**config.mk**
```make
export PLATFORM = sky130hd
export DESIGN_NAME = spf_ctrl
export DESIGN_NICKNAME = d
export VERILOG_FILES = /design/src/rtl/core/spf_pkg.sv /design/src/rtl/core/spf_ctrl.sv
export SDC_FILE = /design/constraint.sdc
export NUM_CORES = 1
export LEC_CHECK = 0
export BUFFER_PORTS_ARGS = -buffer_cell sky130_fd_sc_hd__buf_2
export CAP_MARGIN = 0
export CORE_AREA = 2 2 39 41
export CTS_CLUSTER_SIZE = 14
export DETAILED_ROUTE_END_ITERATION = 6
export DIE_AREA = 0 0 41 43
export PLACE_DENSITY = 0.7
export SLEW_MARGIN = 10
export SYNTH_ARGS = -nofsm -noshare
export SYNTH_HDL_FRONTEND = slang
export SYNTH_SLANG_ARGS = --single-unit
```
**constraint.sdc**
```tcl
create_clock -name i_clk -period 1.75 [get_ports i_clk]
set_clock_uncertainty 0.15 [all_clocks]
set_input_delay 0.35 -clock i_clk [delete_from_list [all_inputs] [get_ports i_clk]]
set_output_delay 0.35 -clock i_clk [all_outputs]
set_load 0.03 [all_outputs]
```
**src/rtl/core/spf_pkg.sv**
```systemverilog
// Shared constants, command and status types for the smallest-factor factorizer.
package spf_pkg;

    localparam int TABLE_SIZE = 262144;
    localparam int AW = $clog2(TABLE_SIZE);
    localparam int VW = 18;
    localparam int EW = 5;
    localparam int KW = $clog2(VW);

    typedef enum logic [3:0] {
        OP_NONE,
        OP_INIT,
        OP_SQ,
        OP_RD_I,
        OP_J_START,
        OP_RD_J,
        OP_WR_J,
        OP_I_NEXT,
        OP_LOAD,
        OP_RD_R,
        OP_P_LOAD,
        OP_DIV_START,
        OP_DIV_STEP,
        OP_DIV_TAKE,
        OP_EMIT
    } t_op;

    typedef struct packed {
        t_op op;
    } t_cmd;

    typedef struct packed {
        logic init_last;
        logic sq_over;
        logic i_prime;
        logic j_end;
        logic in_small;
        logic div_last;
        logic div_exact;
        logic r_done;
    } t_sts;

endpackage

```
**src/rtl/core/spf_ctrl.sv**
```systemverilog
// Controller: sieve sequencing, factorization loop and output beat handshake.
module spf_ctrl (
    input  logic           i_clk,
    input  logic           i_rst_n,
    input  logic           i_valid,
    output logic           o_stall,
    output logic           o_valid,
    input  logic           i_stall,
    input  spf_pkg::t_sts  i_sts,
    output spf_pkg::t_cmd  o_cmd
);
    import spf_pkg::*;

    typedef enum logic [3:0] {
        S_INIT, S_SQ, S_SQCHK, S_ICHK, S_JRD, S_JWR,
        S_IDLE, S_RDR, S_P, S_DSTART, S_DSTEP, S_DCHK, S_EMIT
    } t_state;

    t_state r_state, n_state;
    logic   r_o_valid, n_o_valid;
    logic   out_free;

    assign out_free = !r_o_valid || !i_stall;

    always_comb begin
        n_state   = r_state;
        o_cmd.op  = OP_NONE;
        n_o_valid = r_o_valid && i_stall;
        unique case (r_state)
            S_INIT: begin
                o_cmd.op = OP_INIT;
                if (i_sts.init_last) n_state = S_SQ;
            end
            S_SQ: begin
                o_cmd.op = OP_SQ;
                n_state  = S_SQCHK;
            end
            S_SQCHK: begin
                if (i_sts.sq_over) begin
                    n_state = S_IDLE;
                end else begin
                    o_cmd.op = OP_RD_I;
                    n_state  = S_ICHK;
                end
            end
            S_ICHK: begin
                if (i_sts.i_prime) begin
                    o_cmd.op = OP_J_START;
                    n_state  = S_JRD;
                end else begin
                    o_cmd.op = OP_I_NEXT;
                    n_state  = S_SQ;
                end
            end
            S_JRD: begin
                if (i_sts.j_end) begin
                    o_cmd.op = OP_I_NEXT;
                    n_state  = S_SQ;
                end else begin
                    o_cmd.op = OP_RD_J;
                    n_state  = S_JWR;
                end
            end
            S_JWR: begin
                o_cmd.op = OP_WR_J;
                n_state  = S_JRD;
            end
            S_IDLE: begin
                if (i_valid) begin
                    o_cmd.op = OP_LOAD;
                    n_state  = i_sts.in_small ? S_EMIT : S_RDR;
                end
            end
            S_RDR: begin
                o_cmd.op = OP_RD_R;
                n_state  = S_P;
            end
            S_P: begin
                o_cmd.op = OP_P_LOAD;
                n_state  = S_DSTART;
            end
            S_DSTART: begin
                o_cmd.op = OP_DIV_START;
                n_state  = S_DSTEP;
            end
            S_DSTEP: begin
                o_cmd.op = OP_DIV_STEP;
                if (i_sts.div_last) n_state = S_DCHK;
            end
            S_DCHK: begin
                if (i_sts.div_exact) begin
                    o_cmd.op = OP_DIV_TAKE;
                    n_state  = S_DSTART;
                end else begin
                    n_state = S_EMIT;
                end
            end
            S_EMIT: begin
                if (out_free) begin
                    o_cmd.op  = OP_EMIT;
                    n_o_valid = 1'b1;
                    n_state   = i_sts.r_done ? S_IDLE : S_RDR;
                end
            end
            default: n_state = S_INIT;
        endcase
    end

    always_ff @(posedge i_clk) begin
        if (!i_rst_n) begin
            r_state   <= S_INIT;
            r_o_valid <= 1'b0;
        end else begin
            r_state   <= n_state;
            r_o_valid <= n_o_valid;
        end
    end

    assign o_stall = (r_state != S_IDLE);
    assign o_valid = r_o_valid;

endmodule

```
==> run_results.csv, run 1 <==
group,metric,value,unit
worst_setup_path,crit_fanout,6,
sta,worst_pin_slew,0.278,ns
yosys,synth_area,588,sq um
worst_setup_path,crit_type,"reg -> out",
sta,whs,0.257,ns
cells_and_area,multi_input_area,539,sq um
min_path,min_to,"r_state[2]$_SDFFE_PN0P_",
clocking,cts_num_sinks,5,
global_routing,grt_max_degree,12,
yosys,ys_seq_area_share,17.0,%
cells_and_area,seq_area,115,sq um
global_routing,grt_antenna_before_repair,0,
placed_design,dp_hpwl,1210,um
yosys,synth_top_area_cell,"dfxtp_1",
worst_setup_path,crit_path_start_kind,"register",
worst_setup_path,reg2reg_from,"r_state[1]$_SDFFE_PN0P_",
min_path,min_path_cells,2,
floorplanning,io_pins,18,
yosys,synthTopCellsByArea,"dfxtp_1 17%, o21ai_0 8.5%, nor2b_1 5.3%, nand4bb_4 4.7%, nand2_1 4.5%",
detailed_routing,wl_met2,1020,um
sta,hold_violations,0,
detailed_routing,drc,0,
placed_design,io_buffers,17,
cells_and_area,final_cell_mix,"12 x buf_2, 10 x buf_4, 9 x buf_6, 7 x nand2_1, 5 x o21ai_0",
detailed_routing,vias,708,
worst_setup_path,cp-end-kind,"output port",
clocking,insertion_delay,0.25,ns
detailed_routing,highest_layer,"met4",
global_routing,grt_usage,26.1,%
floorplanning,num_rows,14,
floorplanning,die_x,41,um
yosys,synthesis.nets,88,
cells_and_area,nets,119,
power,peakVddDrop,0.739,mV
sta,timing.final.crit_share,106,%
sta,slew_violations,0,
detailed_routing,first_iter_violations,20,
global_routing,grt-ovfl-total,0,
sta,worst_slack,-0.110,ns
sta,setup_viol,4,
yosys,syn-instance-count,76,
min_path,hold_path_class,"in -> reg",
worst_setup_path,r2r_slack,0.11,ns
yosys,synth_top_area_share,17.0,%
cells_and_area,area_delta_synth_final,66.4,%
global_routing,first_global_vias,713,
detailed_routing,m1WireLength,818,um
clocking,ctsHoldBuffers,0,
placed_design,dpl_cell_area,744,sq um
clocking,clkTransAtPathRegs,0.05,ns
sta,finalCriticalPeriod,1.86,ns
clocking,cts_buffers,3,
cells_and_area,drive_gt1_share,55.7,%
clocking,ctsLongestPathBuffers,2,
detailed_routing,dr_wl_met3,55,um
sta,fmax,0.538,GHz
worst_setup_path,r2r_cells,6,
floorplanning,core,1380,sq um
min_path,hp-start,"i_rst_n",
cells_and_area,nFillCells,104,
clocking,cts_tree,"done",
worst_setup_path,timing.rr.end,"r_state[1]$_SDFFE_PN0P_",
detailed_routing,first_pass_iters,4,
yosys,avgSynthCellArea,7.74,sq um
global_routing,grt_pass1_wl,3080,um
detailed_routing,via_per_inst,5.80,
yosys,yosys_warnings,0,
yosys,synth_cell_type_count,37,
detailed_routing,ant_nets,0,
run_status,violations,"setup timing",
detailed_routing,routed_wl,1970,um
cells_and_area,num_antenna_cells,0,
power,p_per_area,1290,nW/um^2
cells_and_area,stdcell_count,122,
placed_design,dp_slack,0.0397,ns
detailed_routing,wl_per_cell,16.1,um
clocking,clock_tree.root_cell,"clkbuf_4",
worst_setup_path,crit_arrival,1.36,ns
sta,slew_headroom,81.3,%
flow_run,cap_violations,0,
floorplanning,die_area,1760,sq um
placed_design,dp.cells,113,
floorplanning,die_height,43,um
run_status,status,"finished, violations left",
power,leakage,0.412,nW
clocking,htree_num_levels,1,
worst_setup_path,worst_ep_required_time,1.25,ns
cells_and_area,fin_area,978,sq um
sta,fin_tns_setup,-0.244,ns
yosys,ys_ff_latch,5,
placed_design,gp_congestion,0.797,
floorplanning,start_util,42.5,%
sta,rsz0062_at_grt,"yes",
cells_and_area,final_common_cell,"buf_2",
-- stage by stage --
step	power (W)	utilization [%]
4_1_cts	0.00117	67.3
6_report	0.00127	70.7
3_5_place_dp	0.000856	53.8
5_1_grt	0.00135	70.7
2_1_floorplan	0.000675	-
3_3_place_gp	0.000844	53.8
-- kinds of logic after synthesis --
family	synth area share [%]
AO/OA/AOI/OAI	37.7
XOR/XNOR	1.49
buffers and inverters	10.2
flip-flops	17.0
multiplexers	3.40
AND/OR/NAND/NOR	30.2
-- final cells by class --
class / instances / share of cell area, %
inverters: 3 / 1.15
clock buffers: 4 / 2.69
repair buffers: 33 / 27.2
multi-input cells: 61 / 55.1
flip-flops and latches: 5 / 11.8
well taps: 16 / 2.05
-- registers in the layout, indices dropped and copies added, names as in the netlist --
register and flops:
r_state 4, o_valid 1
-- Yosys cell counts, drive strengths merged --
| master | count |
|---|---|
| a211o | 2 |
| a21boi | 1 |
| a21o | 2 |
| a21oi | 4 |
| a22o | 1 |
| a311oi | 1 |
| a31oi | 1 |
| and2 | 1 |
| buf | 6 |
| clkbuf | 1 |
| dfxtp | 5 |
| inv | 3 |
| mux2i | 2 |
| nand2 | 7 |
| nand2b | 3 |
| nand3 | 1 |
| nand3b | 1 |
| nand4bb | 2 |
| nor2 | 3 |
| nor2b | 5 |
| nor3 | 2 |
| nor3b | 2 |
| o211ai | 1 |
| o21a | 1 |
| o21ai | 11 |
| o22a | 1 |
| o22ai | 1 |
| o311ai | 1 |
| o31ai | 1 |
| o41ai | 1 |
| or2b | 1 |
| xnor2 | 1 |
-- routing by layer --
| layer | vias to the layer above | global-route usage, % |
|---|---|---|
| met5 | - | 0 |
| met4 | 0 | 24.0 |
| met3 | 10 | 4.19 |
| met2 | 24 | 39.4 |
| met1 | 332 | 29.0 |
| li1 | 342 | - |
-- how the worst max path moves through the flow --
| stage | start | to | cells past startpoint |
|---|---|---|---|
| floorplan | r_state[0]$_SDFFE_PN0P_ | o_cmd[0] | 3 |
| global placement | i_sts[1] | o_cmd[0] | 6 |
| detailed placement | r_state[1]$_SDFFE_PN0P_ | o_cmd[0] | 5 |
| CTS | r_state[3]$_SDFFE_PN0P_ | o_cmd[0] | 5 |
| global route | r_state[1]$_SDFFE_PN0P_ | o_cmd[0] | 5 |
| finish | r_state[1]$_SDFFE_PN0P_ | o_cmd[0] | 5 |
-- repair_timing --
action                                  4_1_cts  5_1_grt
endpoints found under the setup margin        5        5
pin swaps                                     5        3
resized for setup                            37       10
setup buffers                                 6        0
-- report_power, final --
| group | internal, W | switching (W) | total [W] |
|---|---|---|---|
| combinational | 0.000467 | 0.000450 | 0.000918 |
| sequential | 0.000152 | 0.0000560 | 0.000208 |
| clock | 0.0000866 | 0.0000547 | 0.000141 |
-- critical path, stage by stage, from the launching register on --
cell      delay, ns
dfxtp_4        0.36
nor2b_4        0.13
and2_4         0.16
o21ai_4        0.17
o311ai_4       0.12
buf_6          0.16
Power figures use the tool's default switching activity.
==> run 2, diff against run 1 <==
- ABC_AREA: default -> 1
- CAP_MARGIN: 0 -> 20
- PLACE_DENSITY: 0.7 -> 0.63
==> run_results.csv, run 2 <==
group,metric,value,unit
run_status,status,"finished, violations left",
run_status,violations,"setup timing",
sta,slew_violations,0,
clocking,ctsLongestPathBuffers,2,
global_routing,grt_usage,23.4,%
yosys,synthTopCellsByArea,"nand2_1 21%, dfxtp_1 20%, inv_1 9.9%, nor2_1 9.9%, a21oi_1 6.1%",
global_routing,grt_antenna_before_repair,0,
cells_and_area,num_antenna_cells,0,
sta,fmax,0.539,GHz
detailed_routing,routed_wl,1800,um
yosys,yosys_warnings,0,
sta,rsz0062_at_grt,"yes",
clocking,htree_num_levels,1,
cells_and_area,nets,138,
min_path,hold_path_class,"in -> reg",
power,p_comb_share,54.8,%
floorplanning,die_area,1760,sq um
detailed_routing,first_pass_iters,4,
clocking,cts_buffers,3,
min_path,hp-start,"i_rst_n",
power,seqPwrFrac,25.7,%
cells_and_area,fin_area,907,sq um
cells_and_area,largest_reg_flops,4,
global_routing,grt-ovfl-total,0,
yosys,ys_seq_area_share,20.3,%
sta,timing.final.crit_share,106,%
power,leakage,0.438,nW
sta,worst_slack,-0.105,ns
detailed_routing,wl_per_cell,12.8,um
power,p_int,0.000380,W
cells_and_area,final_common_cell,"nand2_1",
floorplanning,num_rows,14,
floorplanning,io_pins,18,
detailed_routing,via_per_inst,4.96,
placed_design,dp_hpwl,1070,um
sta,worst_pin_slew,0.245,ns
yosys,async_flop_share,0,%
cells_and_area,area_delta_synth_final,83.5,%
global_routing,grt_pass1_wl,2840,um
worst_setup_path,cp-end-kind,"output port",
sta,hold_violations,0,
floorplanning,core,1380,sq um
yosys,synth_edf_count,0,
clocking,cts_num_sinks,5,
clocking,clkTransAtPathRegs,0.04,ns
worst_setup_path,crit_fanout,5,
detailed_routing,first_iter_violations,6,
yosys,synth_cell_type_count,19,
flow_run,cap_violations,0,
cells_and_area,drive_gt1_share,57.6,%
sta,finalCriticalPeriod,1.86,ns
sta,whs,0.256,ns
placed_design,dp.cells,127,
yosys,synth.most_common_cell,"nand2_1",
power,p_per_area,721,nW/um^2
power,switching_power,0.000275,W
floorplanning,die_x,41,um
yosys,synth_flop_cell,"dfxtp_1",
cells_and_area,final_cell_mix,"18 x nand2_1, 16 x buf_4, 13 x buf_2, 9 x inv_1, 7 x nor2_1",
yosys,synthesis.nets,102,
worst_setup_path,crit_type,"reg -> out",
clocking,insertion_delay,0.23,ns
power,peakVddDrop,0.468,mV
yosys,avgSynthCellArea,5.49,sq um
worst_setup_path,crit_path_start_kind,"register",
placed_design,dp_slack,-0.0389,ns
clocking,cts_tree,"done",
sta,slew_headroom,83.6,%
cells_and_area,top_register,"r_state",
cells_and_area,nFillCells,115,
yosys,synth_top_area_share,20.5,%
worst_setup_path,crit_arrival,1.36,ns
global_routing,grt_max_degree,7,
detailed_routing,drc,0,
global_routing,first_global_vias,698,
power,clkPwrFrac,19.5,%
detailed_routing,ant_nets,0,
cells_and_area,stdcell_count,141,
clocking,ctsHoldBuffers,0,
sta,setup_viol,4,
placed_design,io_buffers,17,
floorplanning,die_height,43,um
yosys,synthTopCellsByCount,"27 x nand2_1, 13 x inv_1, 13 x nor2_1",
power,switching_share,42.0,%
placed_design,dpl_cell_area,636,sq um
placed_design,gp_congestion,0.789,
floorplanning,start_util,35.7,%
worst_setup_path,reg2reg_from,"r_state[0]$_SDFFE_PN0P_",
worst_setup_path,worst_ep_required_time,1.25,ns
worst_setup_path,critical_path.startpoint,"r_state[1]$_SDFFE_PN0P_",
yosys,synth_top_area_cell,"nand2_1",
yosys,ys_ff_latch,5,
yosys,synth_area,494,sq um
detailed_routing,vias,700,
clocking,clock_tree.root_cell,"clkbuf_4",
yosys,syn-instance-count,90,
run 2: cell types whose count changed in the layout (fill, tap and decap cells not counted), sizes merged, moves of 3 or more:
cell    before  now
nor2b        5    0
nand2        7   29
o21ai       11    3
inv          3   15
nor2         3   17
nand3        1    5
nand2b       3    0
run 2: metrics by stage:
| step | setup TNS (ns) | power (W) | utilization [%] |
|---|---|---|---|
| after floorplan | 0 | 0.000289 | - |
| after global placement | -0.141 | 0.000363 | 45.9 |
| after detailed placement | -0.0748 | 0.000361 | 45.9 |
| after CTS | -0.243 | 0.000614 | 61.8 |
| after global routing | -0.603 | 0.000699 | 65.6 |
| final | -0.354 | 0.000654 | 65.6 |
run 2: power by group through the flow:
stage	Clock, W	Sequential (W)	Combinational (W)
floorplan	0	0.000140	0.000149
global placement	0	0.000145	0.000218
detailed placement	0	0.000144	0.000217
CTS	0.000132	0.000158	0.000324
global route	0.000145	0.000169	0.000385
finish	0.000128	0.000168	0.000359
run 2: cell families after synthesis:
group           Yosys count  share of synthesized area, %
simple gates             53                          47.1
buf+inv                  17                          13.7
compound gates           15                          19.0
flops                     5                          20.3
run 2: worst max-delay path: stages, from the launching register on:
cell and delay [ns]:
dfxtp_4 0.39, inv_4 0.09, nand2_4 0.06, nor2_4 0.09
nand2_2 0.09, nand2_2 0.09, inv_2 0.05, o211ai_1 0.08
buf_4 0.19
run 2: area by class of cell:
class                   count  area, sq um  share of cell area (%)
multi-input cells          68          452                    49.8
repair buffers             32          219                    24.1
flip-flops and latches      5          115                    12.7
well taps                  16         20.0                    2.21
clock buffers               4         26.3                    2.90
inverters                  16         75.1                    8.28
run 2: timing repair:
item / 4_1_cts / 5_1_grt
buffers inserted: 7 / 3
endpoints found under the setup margin: 4 / 4
pin swaps: 11 / 10
resized for setup: 47 / 8
run 2: final timing paths:
| kind | cells after the start | slack [ns] | to |
|---|---|---|---|
| worst min register to register | 2 | 0.42 | o_valid$_SDFF_PN0_ |
| worst max register to register | 11 | 0.13 | r_state[0]$_SDFFE_PN0P_ |
| worst min-delay path | 3 | 0.26 | r_state[0]$_SDFFE_PN0P_ |
| worst max-delay path | 8 | -0.11 | o_cmd[2] |
run 2: layer usage:
metal	global-route usage [%]	vias up	wire [um]
li1	-	358	-
met1	26.3	318	731
met2	37.8	18	954
met3	3.14	6	67
met4	16.0	0	44
met5	0	-	0
==> run 3, diff against run 2 <==
- PLACE_DENSITY: 0.63 -> 0.61
==> run_results.csv, run 3 (synthesis results as in run 2) <==
group,metric,value,unit
detailed_routing,routed_wl,2350,um
sta,timing.final.crit_share,107,%
clocking,clock_tree.root_cell,"clkbuf_4",
sta,fmax,0.534,GHz
sta,slew_headroom,81.6,%
cells_and_area,largest_reg_flops,4,
worst_setup_path,crit_type,"reg -> out",
cells_and_area,top_register,"r_state",
cells_and_area,nFillCells,109,
clocking,clkTransAtPathRegs,0.04,ns
clocking,htree_num_levels,1,
clocking,cts_tree,"done",
detailed_routing,dr_wl_met3,90,um
clocking,insertion_delay,0.24,ns
detailed_routing,vias,798,
detailed_routing,wl_met2,1280,um
sta,slew_violations,0,
worst_setup_path,crit_arrival,1.37,ns
cells_and_area,nets,150,
min_path,hold_path_class,"in -> reg",
placed_design,dpl_cell_area,681,sq um
floorplanning,num_rows,14,
power,peakVddDrop,0.477,mV
flow_run,cap_violations,0,
global_routing,grt_pass1_wl,3220,um
detailed_routing,first_pass_iters,4,
clocking,cts_num_sinks,5,
cells_and_area,num_antenna_cells,0,
worst_setup_path,crit_path_start_kind,"register",
detailed_routing,highest_layer,"met4",
floorplanning,die_height,43,um
sta,rsz0062_at_grt,"yes",
placed_design,io_buffers,17,
detailed_routing,ant_nets,0,
detailed_routing,m1WireLength,919,um
sta,setup_viol,6,
detailed_routing,wl_per_cell,15.4,um
cells_and_area,final_cell_mix,"27 x buf_4, 17 x nand2_1, 12 x buf_2, 9 x inv_1",
min_path,min_to,"r_state[2]$_SDFFE_PN0P_",
floorplanning,core,1380,sq um
worst_setup_path,reg2reg_from,"r_state[1]$_SDFFE_PN0P_",
power,p_per_area,666,nW/um^2
cells_and_area,drive_gt1_share,61.3,%
run_status,status,"finished, violations left",
cells_and_area,utilization,72.6,%
clocking,ctsLongestPathBuffers,2,
power,leakage,0.500,nW
cells_and_area,final_common_cell,"buf_4",
floorplanning,start_util,35.7,%
worst_setup_path,timing.rr.end,"r_state[0]$_SDFFE_PN0P_",
floorplanning,die_area,1760,sq um
worst_setup_path,r2r_slack,-0.04,ns
global_routing,grt_max_degree,6,
detailed_routing,first_iter_violations,19,
cells_and_area,fin_area,1000,sq um
clocking,cts_buffers,3,
detailed_routing,via_per_inst,5.22,
min_path,min_path_cells,3,
global_routing,grt_antenna_before_repair,0,
run_status,violations,"setup timing",
sta,hold_violations,0,
global_routing,grt-ovfl-total,0,
sta,finalCriticalPeriod,1.87,ns
worst_setup_path,crit_fanout,5,
min_path,hp-start,"i_rst_n",
placed_design,dp_hpwl,1180,um
floorplanning,die_x,41,um
sta,worst_pin_slew,0.275,ns
placed_design,gp_congestion,0.841,
detailed_routing,drc,0,
global_routing,grt_usage,27.2,%
floorplanning,io_pins,18,
worst_setup_path,r2r_cells,12,
sta,worst_slack,-0.121,ns
sta,fin_tns_setup,-0.521,ns
worst_setup_path,worst_ep_required_time,1.25,ns
cells_and_area,area_delta_synth_final,103,%
global_routing,first_global_vias,812,
worst_setup_path,cp-end-kind,"output port",
run 3: cell count changes in the layout (fill, tap and decap cells not counted), sizes merged:
cell and change:
buf +12
run 3: repair_timing:
item                       CTS  global route
resized for setup           49             9
hold buffers                 0             0
setup endpoints to repair    5             6
setup buffers               11             5
pin swaps                   12             9
hold endpoints to repair     0             0
run 3: critical path: stages, from the launching register on:
cell and delay [ns]:
dfxtp_4 0.37, inv_6 0.09, nand2_4 0.08, nor2_4 0.11, nand2_1 0.08, nand2_2 0.11, inv_1 0.05, o2111ai_1 0.07
buf_4 0.19
run 3: through the flow:
step	setup slack, ns	hold WS, ns	power [W]	std cells
2_1_floorplan	0.0303	0.371	0.000289	90
3_3_place_gp	-0.0725	0.368	0.000388	133
3_5_place_dp	-0.0374	0.369	0.000385	133
4_1_cts	-0.0725	0.261	0.000608	148
5_1_grt	-0.173	0.284	0.000707	153
6_report	-0.121	0.284	0.000669	153
run 3: worst max-delay path by stage:
stage / startpoint / endpoint / cells after the start
after CTS: r_state[3]$_SDFFE_PN0P_ / o_cmd[3] / 7
after global routing: r_state[1]$_SDFFE_PN0P_ / o_cmd[2] / 7
after detailed placement: r_state[1]$_SDFFE_PN0P_ / o_cmd[2] / 7
after global placement: r_state[1]$_SDFFE_PN0P_ / o_cmd[3] / 7
final: r_state[3]$_SDFFE_PN0P_ / o_cmd[1] / 8
after floorplan: r_state[3]$_SDFFE_PN0P_ / o_cmd[3] / 6
run 3: cell type report:
class	instances	area (sq um)	share of cell area [%]
flip-flops and latches	5	115	11.5
well taps	16	20.0	1.99
clock buffers	4	26.3	2.62
repair buffers	44	319	31.8
multi-input cells	68	449	44.7
inverters	16	75.1	7.47
run 3: where the power goes:
part,internal [W],switching [W]
combinational,0.000169,0.000214
clock,0.0000859,0.0000426
sequential,0.000128,0.0000288
total,0.000383,0.000286
run 3: routing by layer:
metal | vias to the layer above | GRT usage [%]
met5 | - | 0
met4 | 0 | 22.0
met3 | 12 | 5.76
met2 | 33 | 46.6
met1 | 372 | 25.1
li1 | 381 | -
